<file path="src/rtl/ihdb_pkg.sv">
// Shared types and constants for the 2x2 box downscaler.
// Used by every module of the block; depends on nothing.
`default_nettype none

package ihdb_pkg;

	localparam int MAX_WIDTH  = 4096;
	localparam int LINE_DEPTH = MAX_WIDTH / 2;
	localparam int LINE_AW    = $clog2(LINE_DEPTH);
	localparam int COL_W      = $clog2(MAX_WIDTH);

	localparam int PIX_W  = 8;
	localparam int SUM_W  = PIX_W + 1;
	localparam int SRCW_W = 13;
	localparam int SRCH_W = 16;
	localparam int TGTW_W = 12;
	localparam int TGTH_W = 16;
	localparam int IDX_W  = 3;
	localparam int DATA_W = 16;

	localparam logic [IDX_W-1:0] REG_SOURCE_WIDTH  = 3'd0;
	localparam logic [IDX_W-1:0] REG_SOURCE_HEIGHT = 3'd1;
	localparam logic [IDX_W-1:0] REG_TARGET_WIDTH  = 3'd2;
	localparam logic [IDX_W-1:0] REG_TARGET_HEIGHT = 3'd3;

	// which average a result takes
	typedef enum logic [1:0] {
		KIND_QUAD,
		KIND_VERT,
		KIND_HORZ,
		KIND_PASS
	} kind_t;

	typedef struct packed {
		logic [SRCW_W-1:0] source_width;
		logic [SRCH_W-1:0] source_height;
		logic [TGTW_W-1:0] target_width;
		logic [TGTH_W-1:0] target_height;
		logic              ok;
		logic              extra_col;
		logic              extra_row;
	} cfg_t;

	typedef struct packed {
		logic             err;
		kind_t            kind;
		logic [PIX_W-1:0] pixel;
		logic [PIX_W-1:0] held;
		logic             row_end;
		logic             frame_end;
	} s1_t;

endpackage

`default_nettype wire

</file>
<file path="src/rtl/ihdb_out.sv">
// Averaging arithmetic and the output register.
// Depends on ihdb_pkg; takes line store read data alongside the s1 item.
`default_nettype none

module ihdb_out (
	input  wire logic                          clk,
	input  wire logic                          arst_n,
	input  wire logic                          s1_valid,
	input  wire ihdb_pkg::s1_t                 s1,
	input  wire logic [ihdb_pkg::SUM_W-1:0]    line_rd,
	output logic                               take,
	output logic                               out_valid,
	input  wire logic                          out_ready,
	output logic [ihdb_pkg::PIX_W-1:0]         pixel_out,
	output logic                               status,
	output logic                               row_end,
	output logic                               frame_end
);

	logic                       valid_q;
	logic [ihdb_pkg::PIX_W-1:0] pix_q;
	logic                       status_q, row_end_q, frame_end_q;
	logic [ihdb_pkg::PIX_W+1:0] sum;
	logic [ihdb_pkg::PIX_W-1:0] avg;

	assign take = !valid_q || out_ready;

	always_comb begin
		sum = '0;
		avg = '0;
		case (s1.kind)
			ihdb_pkg::KIND_QUAD: begin
				sum = {1'b0, line_rd} + {2'b0, s1.held} + {2'b0, s1.pixel} + 10'd2;
				avg = sum[ihdb_pkg::PIX_W+1:2];
			end
			ihdb_pkg::KIND_VERT: begin
				sum = {1'b0, line_rd} + {2'b0, s1.pixel} + 10'd1;
				avg = sum[ihdb_pkg::PIX_W:1];
			end
			ihdb_pkg::KIND_HORZ: begin
				sum = {2'b0, s1.held} + {2'b0, s1.pixel} + 10'd1;
				avg = sum[ihdb_pkg::PIX_W:1];
			end
			default: avg = s1.pixel;
		endcase
		if (s1.err)
			avg = '0;
	end

	always_ff @(posedge clk or negedge arst_n) begin
		if (!arst_n)
			valid_q <= 1'b0;
		else if (take)
			valid_q <= s1_valid;
	end

	always_ff @(posedge clk) begin
		if (take && s1_valid) begin
			pix_q       <= avg;
			status_q    <= s1.err;
			row_end_q   <= s1.row_end;
			frame_end_q <= s1.frame_end;
		end
	end

	assign out_valid = valid_q;
	assign pixel_out = pix_q;
	assign status    = status_q;
	assign row_end   = row_end_q;
	assign frame_end = frame_end_q;

endmodule

`default_nettype wire

</file>
<file path="config.mk">
export PLATFORM = sky130hd
export DESIGN_NAME = ihdb_out
export DESIGN_NICKNAME = d
export VERILOG_FILES = /design/src/rtl/ihdb_pkg.sv /design/src/rtl/ihdb_out.sv
export SDC_FILE = /design/constraint.sdc
export NUM_CORES = 1
export LEC_CHECK = 0
export ABC_AREA = 1
export BUFFER_PORTS_ARGS = -buffer_cell sky130_fd_sc_hd__buf_2
export CORE_MARGIN = 3
export CORE_UTILIZATION = 49
export DETAILED_ROUTE_END_ITERATION = 7
export PLACE_DENSITY = 0.77
export SYNTH_ARGS = -nofsm -noshare
export SYNTH_HDL_FRONTEND = slang
export SYNTH_SLANG_ARGS = --single-unit
</file>
<file path="constraint.sdc">
create_clock -name clk -period 1.3 [get_ports clk]
set_input_delay 0.13 -clock clk [delete_from_list [all_inputs] [get_ports clk]]
set_output_delay 0.13 -clock clk [all_outputs]
set_load 0.05 [all_outputs]
</file>
==> impl_metrics.env <==
export IMPL_status="complete, but fails checks"
export IMPL_violations="negative setup slack"
export IMPL_switchingPower_mw=1.186
export IMPL_hp_class="input pin to flip-flop"
export IMPL_syn_cell_area_um2=1934
export IMPL_die_h_um=68.83
export IMPL_rsz0062_at_grt="true"
export IMPL_clkPwrFrac=0.132
export IMPL_ys_types=27
export IMPL_row_count=22
export IMPL_first_global_vias=2259
export IMPL_fin_cells=450
export IMPL_synth_edf_count=11
export IMPL_insertion_delay_ns=0.24
export IMPL_viasPerCell=5.209
export IMPL_async_flop_share=0.08333
export IMPL_yosysTopAreaCell="edfxtp_1"
export IMPL_crit_fanout=4
export IMPL_grt_ovfl_total=0
export IMPL_core_area_um2=3744
export IMPL_ys_ff_latch=12
export IMPL_routedWlPerCell_um=14.64
export IMPL_drt_iter0_drc=185
export IMPL_maxSlewHeadroom=0.7463
export IMPL_setup_ws_ns=-0.4720
export IMPL_endpoint_kind="flip-flop"
export IMPL_setup_tns_ns=-2.991
export IMPL_hpwl_um=5029
export IMPL_yosys_area_share_simple=0.3383
export IMPL_portBuffers=46
export IMPL_first_pass_iters=4
export IMPL_routabilityCongestion=0.9400
export IMPL_ys_flop_type="edfxtp_1"
export IMPL_finClkSkew_ns=0.004969
export IMPL_vias=2344
export IMPL_arrival_ns=1.86
export IMPL_fin_crit_ns=1.772
export IMPL_avgSynthCellArea_um2=6.602
export IMPL_synthAdderAreaFrac=0.2484
export IMPL_cp_start_kind="input pin"
export IMPL_antenna_left=0
export IMPL_nets=470
export IMPL_num_io_pins=47
export IMPL_syn_nets=360
export IMPL_grt_pass1_wl_um=10230
export IMPL_grt_max_degree=12
export IMPL_critPathKind="input pin to flip-flop"
export IMPL_seq_power_share=0.174
export IMPL_fmaxAchievable_mhz=564.3
export IMPL_synthDominantCellAreaShare=0.1708
export IMPL_antenna_found_initial=0
export IMPL_synth_compound_gate_area_share=0.1203
export IMPL_report_final_setup_viol=8
export IMPL_comb_power_share=0.694
export IMPL_synthMuxAreaShare=0
export IMPL_synthCells=293
export IMPL_cap_violations=0
export IMPL_start_util=0.5167
export IMPL_die_area_um2=4738
export IMPL_cts_sinks=12
export IMPL_drive_gt1_frac=0.4751
export IMPL_max_stage_delay_ns=0.58
export IMPL_ys_top_cells_by_area="edfxtp_1 (17%), nand2_1 (17%), ha_1 (16%)"
export IMPL_fp_dieW_um=68.83
export IMPL_power_density_nw_per_um2=839.8
export IMPL_syn_to_final_growth_pct=65.78
export IMPL_cts_root_buf="clkbuf_8"
export IMPL_yosys_warnings=0
export IMPL_hold_viol_final=0
export IMPL_path_clk_slew_ns=0.06
export IMPL_slew_viol_final=0
export IMPL_clockBufferDepth=2
export IMPL_cts_tree="done"
export IMPL_worst_pin_slew_ns=0.3797
export IMPL_leakage_nw=1.635
export IMPL_yosysSeqAreaShare=0.1837
export IMPL_path_cells="buf_8, fa_1, ha_4, a21oi_4, nand2_4, nand2_2, nand2_2, nor2_2, nor2_2, a21oi_2"
export IMPL_h_tree_depth=1
export IMPL_ir_worst_vdd_mv=0.4610
export IMPL_crit_slowest_cell="fa_1"
export IMPL_synth_top_family_by_area="simple AND/OR/NAND/NOR gates"
export IMPL_dp_cells=438
export IMPL_switching_share=0.4405
export IMPL_p_int_mw=1.507
export IMPL_cp_data_required_time_ns=1.39
export IMPL_grt_usage=0.2962
export IMPL_route_detailed_drc=0
export IMPL_routed_wl_um=6587
export IMPL_finalCritPeriodShare=1.363
export IMPL_synth_xor_area_share=0.004528
export IMPL_cts_buffers=3
export IMPL_antenna_cells=0
==> cell families after synthesis <==
| group | Yosys count |
|---|---|
| AOI/OAI and AO/OA | 40 |
| xor gates and xnor gates | 1 |
| adders and majority gates | 33 |
| buffers and inverters | 54 |
| DFF | 12 |
| and+or+nand+nor | 153 |
==> critical path: cells and delay by family <==
family          cells  cell delay [ns]
compound gates      2             0.34
buf+inv             1             0.10
fa+ha+maj           2             0.83
simple gates        5             0.44
==> power by group through the flow <==
stage	combinational [mW]	sequential [mW]	clock [mW]
finish	1.87	0.468	0.356
floorplan	0.768	0.572	0
CTS	1.64	0.469	0.353
detailed placement	1.36	0.476	0
global placement	1.32	0.475	0
global route	2.03	0.472	0.371
==> layout make-up <==
class / count / area [µm²]
clock buffer: 4 / 45.04
fill: 220 / 536.8
inverter: 54 / 212.7
multi-input combinational: 227 / 1769
sequential: 12 / 355.3
tap: 48 / 60.06
timing repair buffer: 105 / 764.5
==> stage by stage <==
step           setup WS [ns]  area (µm²)  total power, mW  hold WS [ns]    util
6_report             -0.4720        3207            2.693       0.06390  0.8566
5_1_grt              -0.5090        3207            2.872       0.06980  0.8566
4_1_cts              -0.3860        3032            2.463       0.06280  0.8098
3_5_place_dp         -0.7176        2705            1.833      -0.09439  0.7226
3_3_place_gp         -0.6746        2705            1.792      -0.09467  0.7226
2_1_floorplan        -0.4325        2032            1.340       -0.1656       -
==> registers in the layout, summed over array words and instances, names as in the netlist <==
| name | count |
|---|---|
| status | 1 |
| row_end | 1 |
| pixel_out | 8 |
| frame_end | 1 |
| out_valid | 1 |
==> layer usage <==
metal  global-route usage  vias to the layer above  wire length, µm
li1                     -                     1167                -
met1               0.3217                     1038             2590
met2               0.5137                      105             3303
met3              0.06483                       34              369
met4               0.1946                        0              324
met5                    0                        -                0
==> layout by cell type (no fill, tap or decap), types with 3 or more instances in the layout <==
cell type  synthesis  layout
a21oi_4            0       5
nand3b_1           4       4
nor2_1            23      19
buf_8              0       4
clkbuf_8           0       3
inv_1             50      39
nand3_2            0       5
nand2_1           86      70
buf_4              0      60
nand2_2            2       8
nand3_4            0       3
inv_2              4      11
a21oi_1           20       9
nand2_4            0      10
fa_2               0       7
a21oi_2            2       8
o21ai_1            3       3
o21ai_0           10       7
buf_2              0      33
buf_6              0       7
edfxtp_1          11      11
nor2_2             2       6
ha_1              24      15
ha_4               0       8
inv_4              0       4
nand3_1           30      22
==> what timing repair did <==
item                                    in CTS  in global routing
pin swaps                                   38                 33
endpoints found under the hold margin        1                  0
gates resized for setup                     60                 45
hold buffers                                 1                  0
setup buffers                                4                  3
endpoints found under the setup margin       8                  8
==> cells in the mapped netlist (all sizes together), types with 4 or more instances <==
cell / number
nand3b: 4
nand2: 88
fa: 9
edfxtp: 11
ha: 24
nand3: 30
inv: 54
a21oi: 22
or2: 4
nor2: 25
o21ai: 13
==> path summary, 6_finish.rpt <==
path,cells past startpoint,slack [ns],start,to
max,10,-0.47,s1[13],pixel_out[2]
min,1,0.06,s1[0],frame_end
max reg2reg,1,0.17,out_valid,pixel_out[4]
min reg2reg,2,0.58,out_valid,out_valid
max in group asynchronous,2,1.02,arst_n,out_valid
min in group asynchronous,2,0.19,arst_n,out_valid
Note: power is estimated with default switching activity, not from simulation.
