$ cat src/rtl/ihdb_pkg.sv
// Shared types and constants for the 2x2 box downscaler.
// Used by every module of the block; depends on nothing.
`default_nettype none

package ihdb_pkg;

	localparam int MAX_WIDTH  = 4096;
	localparam int LINE_DEPTH = MAX_WIDTH / 2;
	localparam int LINE_AW    = $clog2(LINE_DEPTH);
	localparam int COL_W      = $clog2(MAX_WIDTH);

	localparam int PIX_W  = 8;
	localparam int SUM_W  = PIX_W + 1;
	localparam int SRCW_W = 13;
	localparam int SRCH_W = 16;
	localparam int TGTW_W = 12;
	localparam int TGTH_W = 16;
	localparam int IDX_W  = 3;
	localparam int DATA_W = 16;

	localparam logic [IDX_W-1:0] REG_SOURCE_WIDTH  = 3'd0;
	localparam logic [IDX_W-1:0] REG_SOURCE_HEIGHT = 3'd1;
	localparam logic [IDX_W-1:0] REG_TARGET_WIDTH  = 3'd2;
	localparam logic [IDX_W-1:0] REG_TARGET_HEIGHT = 3'd3;

	// which average a result takes
	typedef enum logic [1:0] {
		KIND_QUAD,
		KIND_VERT,
		KIND_HORZ,
		KIND_PASS
	} kind_t;

	typedef struct packed {
		logic [SRCW_W-1:0] source_width;
		logic [SRCH_W-1:0] source_height;
		logic [TGTW_W-1:0] target_width;
		logic [TGTH_W-1:0] target_height;
		logic              ok;
		logic              extra_col;
		logic              extra_row;
	} cfg_t;

	typedef struct packed {
		logic             err;
		kind_t            kind;
		logic [PIX_W-1:0] pixel;
		logic [PIX_W-1:0] held;
		logic             row_end;
		logic             frame_end;
	} s1_t;

endpackage

`default_nettype wire

$ cat src/rtl/ihdb_cfg.sv
// Configuration registers and dimension check for the downscaler.
// Depends on ihdb_pkg.
`default_nettype none

module ihdb_cfg (
	input  wire logic                          clk,
	input  wire logic                          arst_n,
	input  wire logic                          cfg_valid,
	output logic                               cfg_ready,
	input  wire logic [ihdb_pkg::IDX_W-1:0]    cfg_index,
	input  wire logic [ihdb_pkg::DATA_W-1:0]   cfg_data,
	output ihdb_pkg::cfg_t                     cfg,
	output logic                               restart
);

	logic [ihdb_pkg::SRCW_W-1:0] src_w_q;
	logic [ihdb_pkg::SRCH_W-1:0] src_h_q;
	logic [ihdb_pkg::TGTW_W-1:0] tgt_w_q;
	logic [ihdb_pkg::TGTH_W-1:0] tgt_h_q;
	logic                        hit;
	logic [ihdb_pkg::TGTW_W:0]   half_w;
	logic [ihdb_pkg::SRCH_W:0]   half_h;
	logic                        w_exact, w_plus;
	logic                        h_exact, h_plus;

	assign cfg_ready = 1'b1;

	always_comb begin
		unique case (cfg_index)
			ihdb_pkg::REG_SOURCE_WIDTH,
			ihdb_pkg::REG_SOURCE_HEIGHT,
			ihdb_pkg::REG_TARGET_WIDTH,
			ihdb_pkg::REG_TARGET_HEIGHT: hit = 1'b1;
			default:                     hit = 1'b0;
		endcase
	end

	assign restart = cfg_valid && hit;

	always_ff @(posedge clk or negedge arst_n) begin
		if (!arst_n) begin
			src_w_q <= ihdb_pkg::SRCW_W'(2);
			src_h_q <= ihdb_pkg::SRCH_W'(2);
			tgt_w_q <= ihdb_pkg::TGTW_W'(1);
			tgt_h_q <= ihdb_pkg::TGTH_W'(1);
		end else if (cfg_valid) begin
			unique case (cfg_index)
				ihdb_pkg::REG_SOURCE_WIDTH:  src_w_q <= cfg_data[ihdb_pkg::SRCW_W-1:0];
				ihdb_pkg::REG_SOURCE_HEIGHT: src_h_q <= cfg_data[ihdb_pkg::SRCH_W-1:0];
				ihdb_pkg::REG_TARGET_WIDTH:  tgt_w_q <= cfg_data[ihdb_pkg::TGTW_W-1:0];
				ihdb_pkg::REG_TARGET_HEIGHT: tgt_h_q <= cfg_data[ihdb_pkg::TGTH_W-1:0];
				default: ;
			endcase
		end
	end

	assign half_w  = {1'b0, src_w_q[ihdb_pkg::SRCW_W-1:1]};
	assign half_h  = {2'b0, src_h_q[ihdb_pkg::SRCH_W-1:1]};
	assign w_exact = ({1'b0, tgt_w_q} == half_w);
	assign w_plus  = src_w_q[0] && ({1'b0, tgt_w_q} == half_w + 13'd1);
	assign h_exact = ({1'b0, tgt_h_q} == half_h);
	assign h_plus  = src_h_q[0] && ({1'b0, tgt_h_q} == half_h + 17'd1);

	always_comb begin
		cfg.source_width  = src_w_q;
		cfg.source_height = src_h_q;
		cfg.target_width  = tgt_w_q;
		cfg.target_height = tgt_h_q;
		cfg.extra_col     = w_plus;
		cfg.extra_row     = h_plus;
		cfg.ok            = (src_w_q != '0) && (src_h_q != '0)
		                    && (src_w_q <= ihdb_pkg::SRCW_W'(ihdb_pkg::MAX_WIDTH))
		                    && (w_exact || w_plus) && (h_exact || h_plus);
	end

endmodule

`default_nettype wire

$ cat config.mk
export PLATFORM = sky130hd
export DESIGN_NAME = ihdb_cfg
export DESIGN_NICKNAME = d
export VERILOG_FILES = /design/src/rtl/ihdb_pkg.sv /design/src/rtl/ihdb_cfg.sv
export SDC_FILE = /design/constraint.sdc
export NUM_CORES = 1
export LEC_CHECK = 0
export BUFFER_PORTS_ARGS = -buffer_cell sky130_fd_sc_hd__clkbuf_2
export CAP_MARGIN = 30
export CORE_AREA = 10 10 88 90
export CTS_BUF_LIST = sky130_fd_sc_hd__clkbuf_16
export DETAILED_ROUTE_END_ITERATION = 16
export DIE_AREA = 0 0 98 100
export PLACE_DENSITY_LB_ADDON = 0.3
export SKIP_CTS_REPAIR_TIMING = 1
export SLEW_MARGIN = 15
export SYNTH_ARGS = -nofsm -noshare
export SYNTH_HDL_FRONTEND = slang
export SYNTH_SLANG_ARGS = --single-unit
$ cat constraint.sdc
create_clock -name clk -period 5.6 [get_ports clk]
set_input_delay 0 -clock clk [delete_from_list [all_inputs] [get_ports clk]]
set_output_delay 0 -clock clk [all_outputs]
set_load 0.05 [all_outputs]
==> impl_metrics.py <==
metrics = {
    "timing": {
        "finalClockSkew_ns": 0,
        "tightest_slew_ns": 0.9238,
        "relSlewSlack_pct": 38.24,
        "fin_crit_ns": 3.337,
        "fmax_ghz": 0.2997,
        "fin_crit_sh_pct": 59.58,
        "setup_violations": 0,
        "timing.final.max_slew_violations": 0,
        "tns_ns": 0,
        "hold_viol_final": 0,
        "rsz0062_at_grt": "false",
    },
    "worst_setup_path": {
        "crit_path_cell_trace": "ha_1 > nand2_1 > nor4_1 > xor2_1 > o221a_1 > o21a_1 > or4_4 > a221oi_2 > clkbuf_2",
        "cp_max_fo": 7,
        "critPathSlowestCell": "dfstp_2",
        "crit_arrival_ns": 3.34,
        "worstPathRequired_ns": 5.60,
        "start_kind": "register",
        "critPathKind": "reg -> out",
        "slowest_delay_ns": 0.61,
        "end_kind": "output pin",
    },
    "synthesis": {
        "dominantRegCellSynth": "dfrtp_1",
        "synth_top_area_share_pct": 39.55,
        "yosysWarnings": 0,
        "synth_area_leaders": "dfrtp_1, mux2_2, xnor2_1, xor2_1, dfstp_2",
        "ys_seq_elements": 57,
        "synthesis.nets": 337,
        "synth_compound_area_share_pct": 5.933,
        "avgSynthCellArea_um2": 10.71,
        "synth_xor_area_share_pct": 9.925,
        "yosys.area.top_type": "dfrtp_1",
        "yosys.area_share.simple_pct": 17.69,
        "synth_top_family_by_area": "multiplexers",
        "synth_edf_count": 0,
        "netlist_instances": 313,
        "seq_area_frac_synth_pct": 42.69,
        "ys_async_sr_fraction_pct": 100.0,
        "yosysUniqueCellTypes": 53,
        "synth_fa_ha_area_share_pct": 0.7463,
        "synthMuxAreaShare_pct": 20.04,
        "synth_area_um2": 3353,
    },
    "die": {
        "fp.dieH_um": 100,
        "initial_core_util_pct": 54.68,
        "fp.dieW_um": 98,
        "num_rows": 29,
        "dieArea_um2": 9800,
        "io_pins": 84,
        "coreArea_um2": 6132,
    },
    "placement": {
        "hpwlAfterDp_um": 7096,
        "place.gp.congestion": 0.9097,
        "io_buffers": 82,
        "dp_cells": 461,
    },
    "drt": {
        "dr.pass1.iters": 5,
        "drc": 0,
        "dr_total_vias": 2819,
        "first_iter_violations": 98,
        "viasPerCell": 5.730,
        "final_antenna_net_count": 0,
        "routed_wl_um": 9416,
        "drt-wirelength-per-cell_um": 19.14,
    },
    "power_and_ir_drop": {
        "p_per_area_nw_per_um2": 463.5,
        "p_leak_nw": 1.836,
        "total_power_mw": 1.960,
        "ir_worst_vdd_uv": 362.9,
    },
    "cells_and_area": {
        "final_cell_mix": "clkbuf_2, dfrtp_1, mux2_2",
        "final_layout_size_suffix_gt1_share_pct": 38.07,
        "final_util_pct": 68.95,
        "diodes": 0,
        "final_common_cell": "clkbuf_2",
        "fin_cells": 492,
        "nets": 434,
        "synthToLayoutAreaGrowth_pct": 26.08,
    },
    "clocking": {
        "clk_pin_slew_worst_paths_ns": 0.05,
        "numCtsBuffers": 9,
        "cts.htree.levels": 3,
        "clkLatencyLatePin_ns": 0.31,
        "cts_sinks": 57,
        "cts_tree": "yes",
        "ctsRootBufferMaster": "clkbuf_16",
        "cts.path.max_buffers": 2,
    },
    "global_route": {
        "grt_pass1_wl_um": 14900,
        "track_usage_pct": 18.77,
        "grt_max_degree": 58,
        "grt_pass1_vias": 2752,
        "antenna_found_initial": 0,
        "overflow": 0,
    },
    "run_status": {
        "status": "finished clean",
    },
    "hold_path": {
        "hold_class": "in -> reg",
    },
    "flow_run": {
        "maxCapViolations": 0,
    },
}
## path summary, 6_finish.rpt
| kind | start | endpoint | slack (ns) | depth (start not counted) |
|---|---|---|---|---|
| setup / recovery | src_h_q[1] | cfg[2] | 2.26 | 9 |
| hold / removal | cfg_data[1] | tgt_h_q[1] | 0.004 | 2 |
| setup reg to reg | src_h_q[4] | src_h_q[4] | 4.63 | 1 |
| hold reg to reg | tgt_w_q[4] | tgt_w_q[4] | 0.55 | 1 |
| max in group asynchronous | arst_n | src_h_q[4] | 4.77 | 3 |
| min in group asynchronous | arst_n | tgt_h_q[15] | 0.35 | 3 |
## report_power, final
group / switching, mW / internal [mW]
Sequential: 0.170 / 0.508
Clock: 0.172 / 0.289
Combinational: 0.555 / 0.265
Total: 0.897 / 1.06
## worst max-delay path, delay by kind of cell, from the launching register on
family | cells | cell delay [ns]
AOI/OAI and AO/OA | 3 | 0.71
xor gates and xnor gates | 1 | 0.13
adders and majority gates | 1 | 0.22
buffers and inverters | 1 | 0.32
DFF | 1 | 0.61
and+or+nand+nor | 3 | 1.04
## synthesized netlist by cell type, types with 5 or more instances
library cell / number
nand4_1: 10
mux2_1: 9
nor2_1: 21
nor4_1: 10
buf_2: 5
xnor2_1: 21
nand3_1: 15
o21ai_0: 7
xor2_1: 17
inv_1: 5
dfrtp_1: 53
nand2_1: 18
mux2_2: 48
clkbuf_1: 6
## metal layers
layer,vias to the layer above,global-route usage [%],share of wire [%]
met1,1363,23.79,44
li1,1343,-,-
met3,12,4.739,6.6
met4,0,7.718,1.6
met2,101,29.90,47
met5,-,0,0
## per-stage QoR
step | area, um^2 | worst slack (ns) | hold slack [ns]
after floorplan | 3353 | 2.429 | -0.2956
after global placement | 3802 | 2.725 | 0.1793
after detailed placement | 3821 | 2.632 | 0.1873
after CTS | 4078 | 2.291 | -0.1558
after global routing | 4228 | 2.124 | 0.005479
final | 4228 | 2.263 | 0.004030
## registers in the layout, summed over array words and instances (netlist names)
name,cells
tgt_w_q,12
tgt_h_q,16
src_h_q,16
src_w_q,13
## cells by family after synthesis
family / after synthesis
AOI/OAI and AO/OA: 28
xor gates and xnor gates: 38
adders and majority gates: 2
buffers and inverters: 20
DFF: 57
muxes: 60
other: 1
and+or+nand+nor: 107
## final cells by class
class | count | area [um^2]
Clock inverter | 7 | 31.28
Fill cell | 492 | 1904
Multi-Input combinational cell | 236 | 1831
Sequential cell | 57 | 1431
Inverter | 5 | 18.77
Timing Repair Buffer | 101 | 594.3
Tap cell | 77 | 96.34
Clock buffer | 9 | 225.2
Note: power is estimated with default switching activity, not from simulation.
