[config.mk]
export PLATFORM = sky130hd
export DESIGN_NAME = ihdb_front
export DESIGN_NICKNAME = d
export VERILOG_FILES = /design/src/rtl/ihdb_pkg.sv /design/src/rtl/ihdb_front.sv
export SDC_FILE = /design/constraint.sdc
export NUM_CORES = 1
export LEC_CHECK = 0
export ABC_AREA = 0
export BUFFER_PORTS_ARGS = -buffer_cell sky130_fd_sc_hd__buf_2
export CELL_PAD_IN_SITES_DETAIL_PLACEMENT = 0
export CELL_PAD_IN_SITES_GLOBAL_PLACEMENT = 1
export CORE_MARGIN = 3
export CORE_UTILIZATION = 46
export CTS_BUF_LIST = sky130_fd_sc_hd__clkbuf_8
export CTS_CLUSTER_DIAMETER = 80
export DETAILED_ROUTE_END_ITERATION = 8
export GPL_TIMING_DRIVEN = 0
export PLACE_DENSITY_LB_ADDON = 0.1
export SYNTH_ARGS = -nofsm -noshare
export SYNTH_HDL_FRONTEND = slang
export SYNTH_SLANG_ARGS = --single-unit
[constraint.sdc]
create_clock -name clk -period 6.68 [get_ports clk]
set_clock_uncertainty 0.15 [all_clocks]
set_input_delay 1.002 -clock clk [delete_from_list [all_inputs] [get_ports clk]]
set_output_delay 1.002 -clock clk [all_outputs]
set_load 0.05 [all_outputs]
[src/rtl/ihdb_pkg.sv]
// Shared types and constants for the 2x2 box downscaler.
// Used by every module of the block; depends on nothing.
`default_nettype none

package ihdb_pkg;

	localparam int MAX_WIDTH  = 4096;
	localparam int LINE_DEPTH = MAX_WIDTH / 2;
	localparam int LINE_AW    = $clog2(LINE_DEPTH);
	localparam int COL_W      = $clog2(MAX_WIDTH);

	localparam int PIX_W  = 8;
	localparam int SUM_W  = PIX_W + 1;
	localparam int SRCW_W = 13;
	localparam int SRCH_W = 16;
	localparam int TGTW_W = 12;
	localparam int TGTH_W = 16;
	localparam int IDX_W  = 3;
	localparam int DATA_W = 16;

	localparam logic [IDX_W-1:0] REG_SOURCE_WIDTH  = 3'd0;
	localparam logic [IDX_W-1:0] REG_SOURCE_HEIGHT = 3'd1;
	localparam logic [IDX_W-1:0] REG_TARGET_WIDTH  = 3'd2;
	localparam logic [IDX_W-1:0] REG_TARGET_HEIGHT = 3'd3;

	// which average a result takes
	typedef enum logic [1:0] {
		KIND_QUAD,
		KIND_VERT,
		KIND_HORZ,
		KIND_PASS
	} kind_t;

	typedef struct packed {
		logic [SRCW_W-1:0] source_width;
		logic [SRCH_W-1:0] source_height;
		logic [TGTW_W-1:0] target_width;
		logic [TGTH_W-1:0] target_height;
		logic              ok;
		logic              extra_col;
		logic              extra_row;
	} cfg_t;

	typedef struct packed {
		logic             err;
		kind_t            kind;
		logic [PIX_W-1:0] pixel;
		logic [PIX_W-1:0] held;
		logic             row_end;
		logic             frame_end;
	} s1_t;

endpackage

`default_nettype wire

[src/rtl/ihdb_front.sv]
// Input stage: raster counters, held pixel, line store writes and the s1 register.
// Depends on ihdb_pkg.
`default_nettype none

module ihdb_front (
	input  wire logic                          clk,
	input  wire logic                          arst_n,
	input  wire logic                          in_valid,
	output logic                               in_ready,
	input  wire logic [ihdb_pkg::PIX_W-1:0]    pixel_in,
	input  wire ihdb_pkg::cfg_t                cfg,
	input  wire logic                          restart,
	input  wire logic                          take,
	output logic                               s1_valid,
	output ihdb_pkg::s1_t                      s1,
	output logic                               mem_we,
	output logic [ihdb_pkg::LINE_AW-1:0]       mem_addr,
	output logic [ihdb_pkg::SUM_W-1:0]         mem_wdata,
	output logic                               mem_re
);

	logic [ihdb_pkg::COL_W-1:0]  col_q;
	logic [ihdb_pkg::SRCH_W-1:0] row_q;
	logic [ihdb_pkg::PIX_W-1:0]  held_q;
	logic                        s1_valid_s1;
	ihdb_pkg::s1_t               s1_s1;

	logic accept, last_col, last_row, paired, c_odd, r_odd;
	logic corner, emit, load;
	ihdb_pkg::s1_t nxt;

	assign in_ready = !s1_valid_s1 || take;
	assign accept   = in_valid && in_ready;

	assign c_odd    = col_q[0];
	assign r_odd    = row_q[0];
	assign last_col = ({1'b0, col_q} + 13'd1) >= cfg.source_width;
	assign last_row = ({1'b0, row_q} + 17'd1) >= {1'b0, cfg.source_height};
	assign paired   = row_q < {cfg.source_height[ihdb_pkg::SRCH_W-1:1], 1'b0};
	assign corner   = last_col && cfg.extra_col;

	always_comb begin
		if (paired)
			emit = r_odd && (c_odd || corner);
		else
			emit = cfg.extra_row && (c_odd || corner);
	end

	always_comb begin
		nxt.err       = !cfg.ok;
		nxt.pixel     = pixel_in;
		nxt.held      = held_q;
		nxt.row_end   = ({1'b0, col_q[ihdb_pkg::COL_W-1:1]} + 12'd1) == cfg.target_width;
		nxt.frame_end = nxt.row_end
		                && (({1'b0, row_q[ihdb_pkg::SRCH_W-1:1]} + 16'd1) == cfg.target_height);
		if (paired)
			nxt.kind = c_odd ? ihdb_pkg::KIND_QUAD : ihdb_pkg::KIND_VERT;
		else
			nxt.kind = c_odd ? ihdb_pkg::KIND_HORZ : ihdb_pkg::KIND_PASS;
		if (!cfg.ok) begin
			nxt.row_end   = 1'b0;
			nxt.frame_end = 1'b0;
		end
	end

	assign load = accept && (!cfg.ok || emit);

	// top row of a pair writes pair sums, or the lone pixel of an odd last column
	assign mem_we    = accept && cfg.ok && paired && !r_odd && (c_odd || last_col);
	assign mem_addr  = col_q[ihdb_pkg::COL_W-1:1];
	assign mem_wdata = c_odd ? ({1'b0, held_q} + {1'b0, pixel_in}) : {1'b0, pixel_in};
	assign mem_re    = accept;

	always_ff @(posedge clk or negedge arst_n) begin
		if (!arst_n) begin
			col_q  <= '0;
			row_q  <= '0;
			held_q <= '0;
		end else if (restart) begin
			col_q <= '0;
			row_q <= '0;
		end else if (accept && cfg.ok) begin
			if (!c_odd && (paired || cfg.extra_row))
				held_q <= pixel_in;
			if (last_col) begin
				col_q <= '0;
				row_q <= last_row ? '0 : row_q + 16'd1;
			end else begin
				col_q <= col_q + 12'd1;
			end
		end
	end

	always_ff @(posedge clk or negedge arst_n) begin
		if (!arst_n)
			s1_valid_s1 <= 1'b0;
		else if (in_ready)
			s1_valid_s1 <= load;
	end

	always_ff @(posedge clk) begin
		if (load)
			s1_s1 <= nxt;
	end

	assign s1_valid = s1_valid_s1;
	assign s1       = s1_s1;

`ifndef SYNTHESIS
	a_col_in_range: assert property (@(posedge clk) disable iff (!arst_n)
		cfg.ok |-> ({1'b0, col_q} < cfg.source_width))
		else $error("column counter beyond source width");
	a_no_write_on_emit: assert property (@(posedge clk) disable iff (!arst_n)
		!(mem_we && load))
		else $error("line store write and result in the same item");
	a_stall_holds_s1: assert property (@(posedge clk) disable iff (!arst_n)
		(s1_valid_s1 && !take) |=> (s1_valid_s1 && $stable(s1_s1)))
		else $error("s1 item lost under stall");
`endif

endmodule

`default_nettype wire

==> reports/metrics.yaml <==
status: "finished clean"
place.gp.congestion: 0.932
worstMarginPinSlew_ns: 0.944
cts_resized: 0
die_area_sq_um: 12700
drive_above_1_share_pct: 24.4
arrival_ns: 4.10
synth_cells: 592
synth_flop_cell: "dfrtp_1"
crit_cells: 13
dr.pass1.iters: 5
r2r_end: "row_q[3]$_DFFE_PN0P_"
worst_r2r_startpoint: "col_q[3]$_DFFE_PN0P_"
crit_path_start_kind: "flip-flop"
drv_cap: 0
grt.met3_usage_pct: 3.21
syn_avg_cell_area_sq_um: 8.86
nets: 849
critPathMaxStageDelay_ns: 0.43
mostFrequentLayoutCell: "buf_2"
antenna_left: 0
core-area_sq_um: 11000
io_buffers: 117
slew_headroom_pct: 37.1
htreeDepth: 3
maxSlewViolCount: 0
final_cell_mix: "buf_2, ha_1, nand2_1, inv_1, dfrtp_1"
p_per_area_nw_per_um2: 173
leakage_nw: 3.06
grt.total_usage_pct: 22.4
ys_warn_count: 0
synthDistinctLibCells: 61
tns_ns: 0
overflow: 0
synth_edf_count: 21
antenna_found_initial: 1
crit_slowest_cell: "a2111oi_0"
r2r_slack_ns: 2.58
synth_area_sq_um: 5250
grt_setup_unrepaired: "false"
areaGrowthSynthToFinish_pct: 18.2
drc: 0
met1_usage_pct: 26.2
routed_via_density: 5.63
start_util_pct: 47.8
whs_path_depth: 0
clk_pin_slew_ns: 0.07
worst-path-buf-inv: 3
reg2reg_depth: 13
period_share_pct: 78.6
synth-seq-area-share_pct: 29.7
irDropWorstVdd_mv: 0.133
cts_tree: "yes"
place_inst: 849
cts-buffers-inserted: 9
grt_pass1_wl_mm: 23.1
clock_latency_ns: 0.35
grt-busiest-layer: "met2"
ys_ff_latch: 58
grt_pass1_vias: 4827
max_freq_ghz: 0.190
grt_max_degree: 38
num_rows: 38
crit_fanout: 10
setup_slack_ns: 1.43
ctsLongestPathBuffers: 2
die_h_um: 113
drt_iter0_drc: 196
die_x_um: 113
drt_wl_total_mm: 14.1
required_ns: 5.53
post-cts-setup-buffer-count: 0
use_met2_pct: 41.1
num_vias: 4866
wl_per_cell_um: 16.3
hp-start: "held_q[0]$_DFFE_PN0P_"
synth_nets: 721
hp-class: "reg -> reg"
fin_crit_ns: 5.25
fill_cells: 1044
async_flop_share_pct: 63.8
final-hold-violation-count: 0
n_antenna_cell: 0
hold-path-endpoint: "s1[2]$_DFFE_PP_"
cp-end-kind: "primary output"
ctsHoldBuffers: 0
path_cells: "clkbuf_1 -> and3_1 -> nand3_1 -> and2_1 -> or2_2 -> ha_1 -> and4_1 -> a221o_1 -> o21bai_1 -> and2_1 -> clkbuf_1 -> a2111oi_0 -> buf_2"
setup.worst_path.class: "reg -> out"
setup-violations-final: 0
clkSinkCount: 58
io_pins: 118
clockRootBuffer: "clkbuf_8"
cp_top_family: "simple AND/OR/NAND/NOR gates"
final_cells: 865
startpoint: "col_q[3]$_DFFE_PN0P_"
pre_cts_ws_ns: 1.88
place_hpwl_mm: 11.2
[area by class of cell]
type	instances	area [sq um]	share of cell area (%)
multi-input cells	440	3260	52.6
flip-flops and latches	58	1560	25.1
repair buffers	117	586	9.45
plain buffers	44	239	3.85
inverters	50	188	3.03
well taps	140	175	2.83
clock buffers	9	124	2.00
clock inverters	7	68.8	1.11
[flip-flops by register name, indices dropped and copies added (netlist names)]
register	flops
s1	21
s1_valid	1
held_q	8
row_q	16
col_q	12
[power breakdown]
| group | switching [mW] | internal, mW |
|---|---|---|
| clock | 0.158 | 0.171 |
| combinational | 0.194 | 0.129 |
| sequential | 0.0224 | 0.401 |
[stage by stage]
step	total power, mW	area (sq um)	hold WS (ns)	utilization [%]
floorplan	0.665	5250	0.301	-
global placement	0.746	6010	0.317	54.7
detailed placement	0.754	6010	0.320	54.7
CTS	1.08	6200	0.332	56.4
global route	1.13	6200	0.346	56.4
finish	1.08	6200	0.336	56.4
[worst max path at each step]
stage / slack (ns) / to
after floorplan: 0.54 / mem_we
after global placement: 1.90 / mem_we
after detailed placement: 1.88 / mem_we
after CTS: 1.47 / mem_we
after global routing: 1.19 / mem_we
final: 1.43 / mem_we
[synth_stat cells (all sizes together), types with 3 or more instances]
library cell / count / share of area (%)
o2bb2ai: 3 / 0.50
nand2b: 11 / 1.3
o211ai: 8 / 1.1
nand3b: 4 / 0.57
a32oi: 6 / 1.0
o22ai: 7 / 0.83
nand2: 51 / 3.6
a21o: 8 / 1.1
nor2: 26 / 1.9
and2: 5 / 0.60
a41oi: 3 / 0.50
dfrtp: 37 / 18
ha: 55 / 13
mux2i: 7 / 1.3
clkbuf: 21 / 1.5
nor3: 13 / 1.2
nand4b: 4 / 0.67
and3: 7 / 0.83
xnor2: 34 / 5.7
a32o: 5 / 0.95
o2111ai: 3 / 0.50
xor2: 21 / 3.5
or3: 3 / 0.36
a21oi: 25 / 2.5
and4: 4 / 0.67
nand3: 32 / 3.1
inv: 50 / 3.6
mux2: 13 / 3.3
edfxtp: 21 / 12
a221o: 3 / 0.57
o21a: 5 / 0.72
buf: 23 / 3.1
nand4: 19 / 2.3
o21ai: 20 / 2.0
a211o: 6 / 1.0
nor4: 3 / 0.48
[logic make-up (layout without fill, tap and decap cells)]
group                      after synthesis  count (layout)  synth area share, %
AOI/OAI and AO/OA                      121             121                 16.4
xor gates and xnor gates                55              55                 9.18
adders and majority gates               56              56                 13.5
buffers and inverters                   94             227                 8.13
DFF                                     58              58                 29.7
muxes                                   20              20                 4.63
and+or+nand+nor                        188             188                 18.5
[metal layers]
| metal | vias to the layer above | wire (um) |
|---|---|---|
| met1 | 2305 | 5680 |
| met5 | - | 0 |
| met4 | 0 | 407 |
| met3 | 29 | 690 |
| met2 | 143 | 7350 |
| li1 | 2389 | - |
Power figures use the tool's default switching activity.
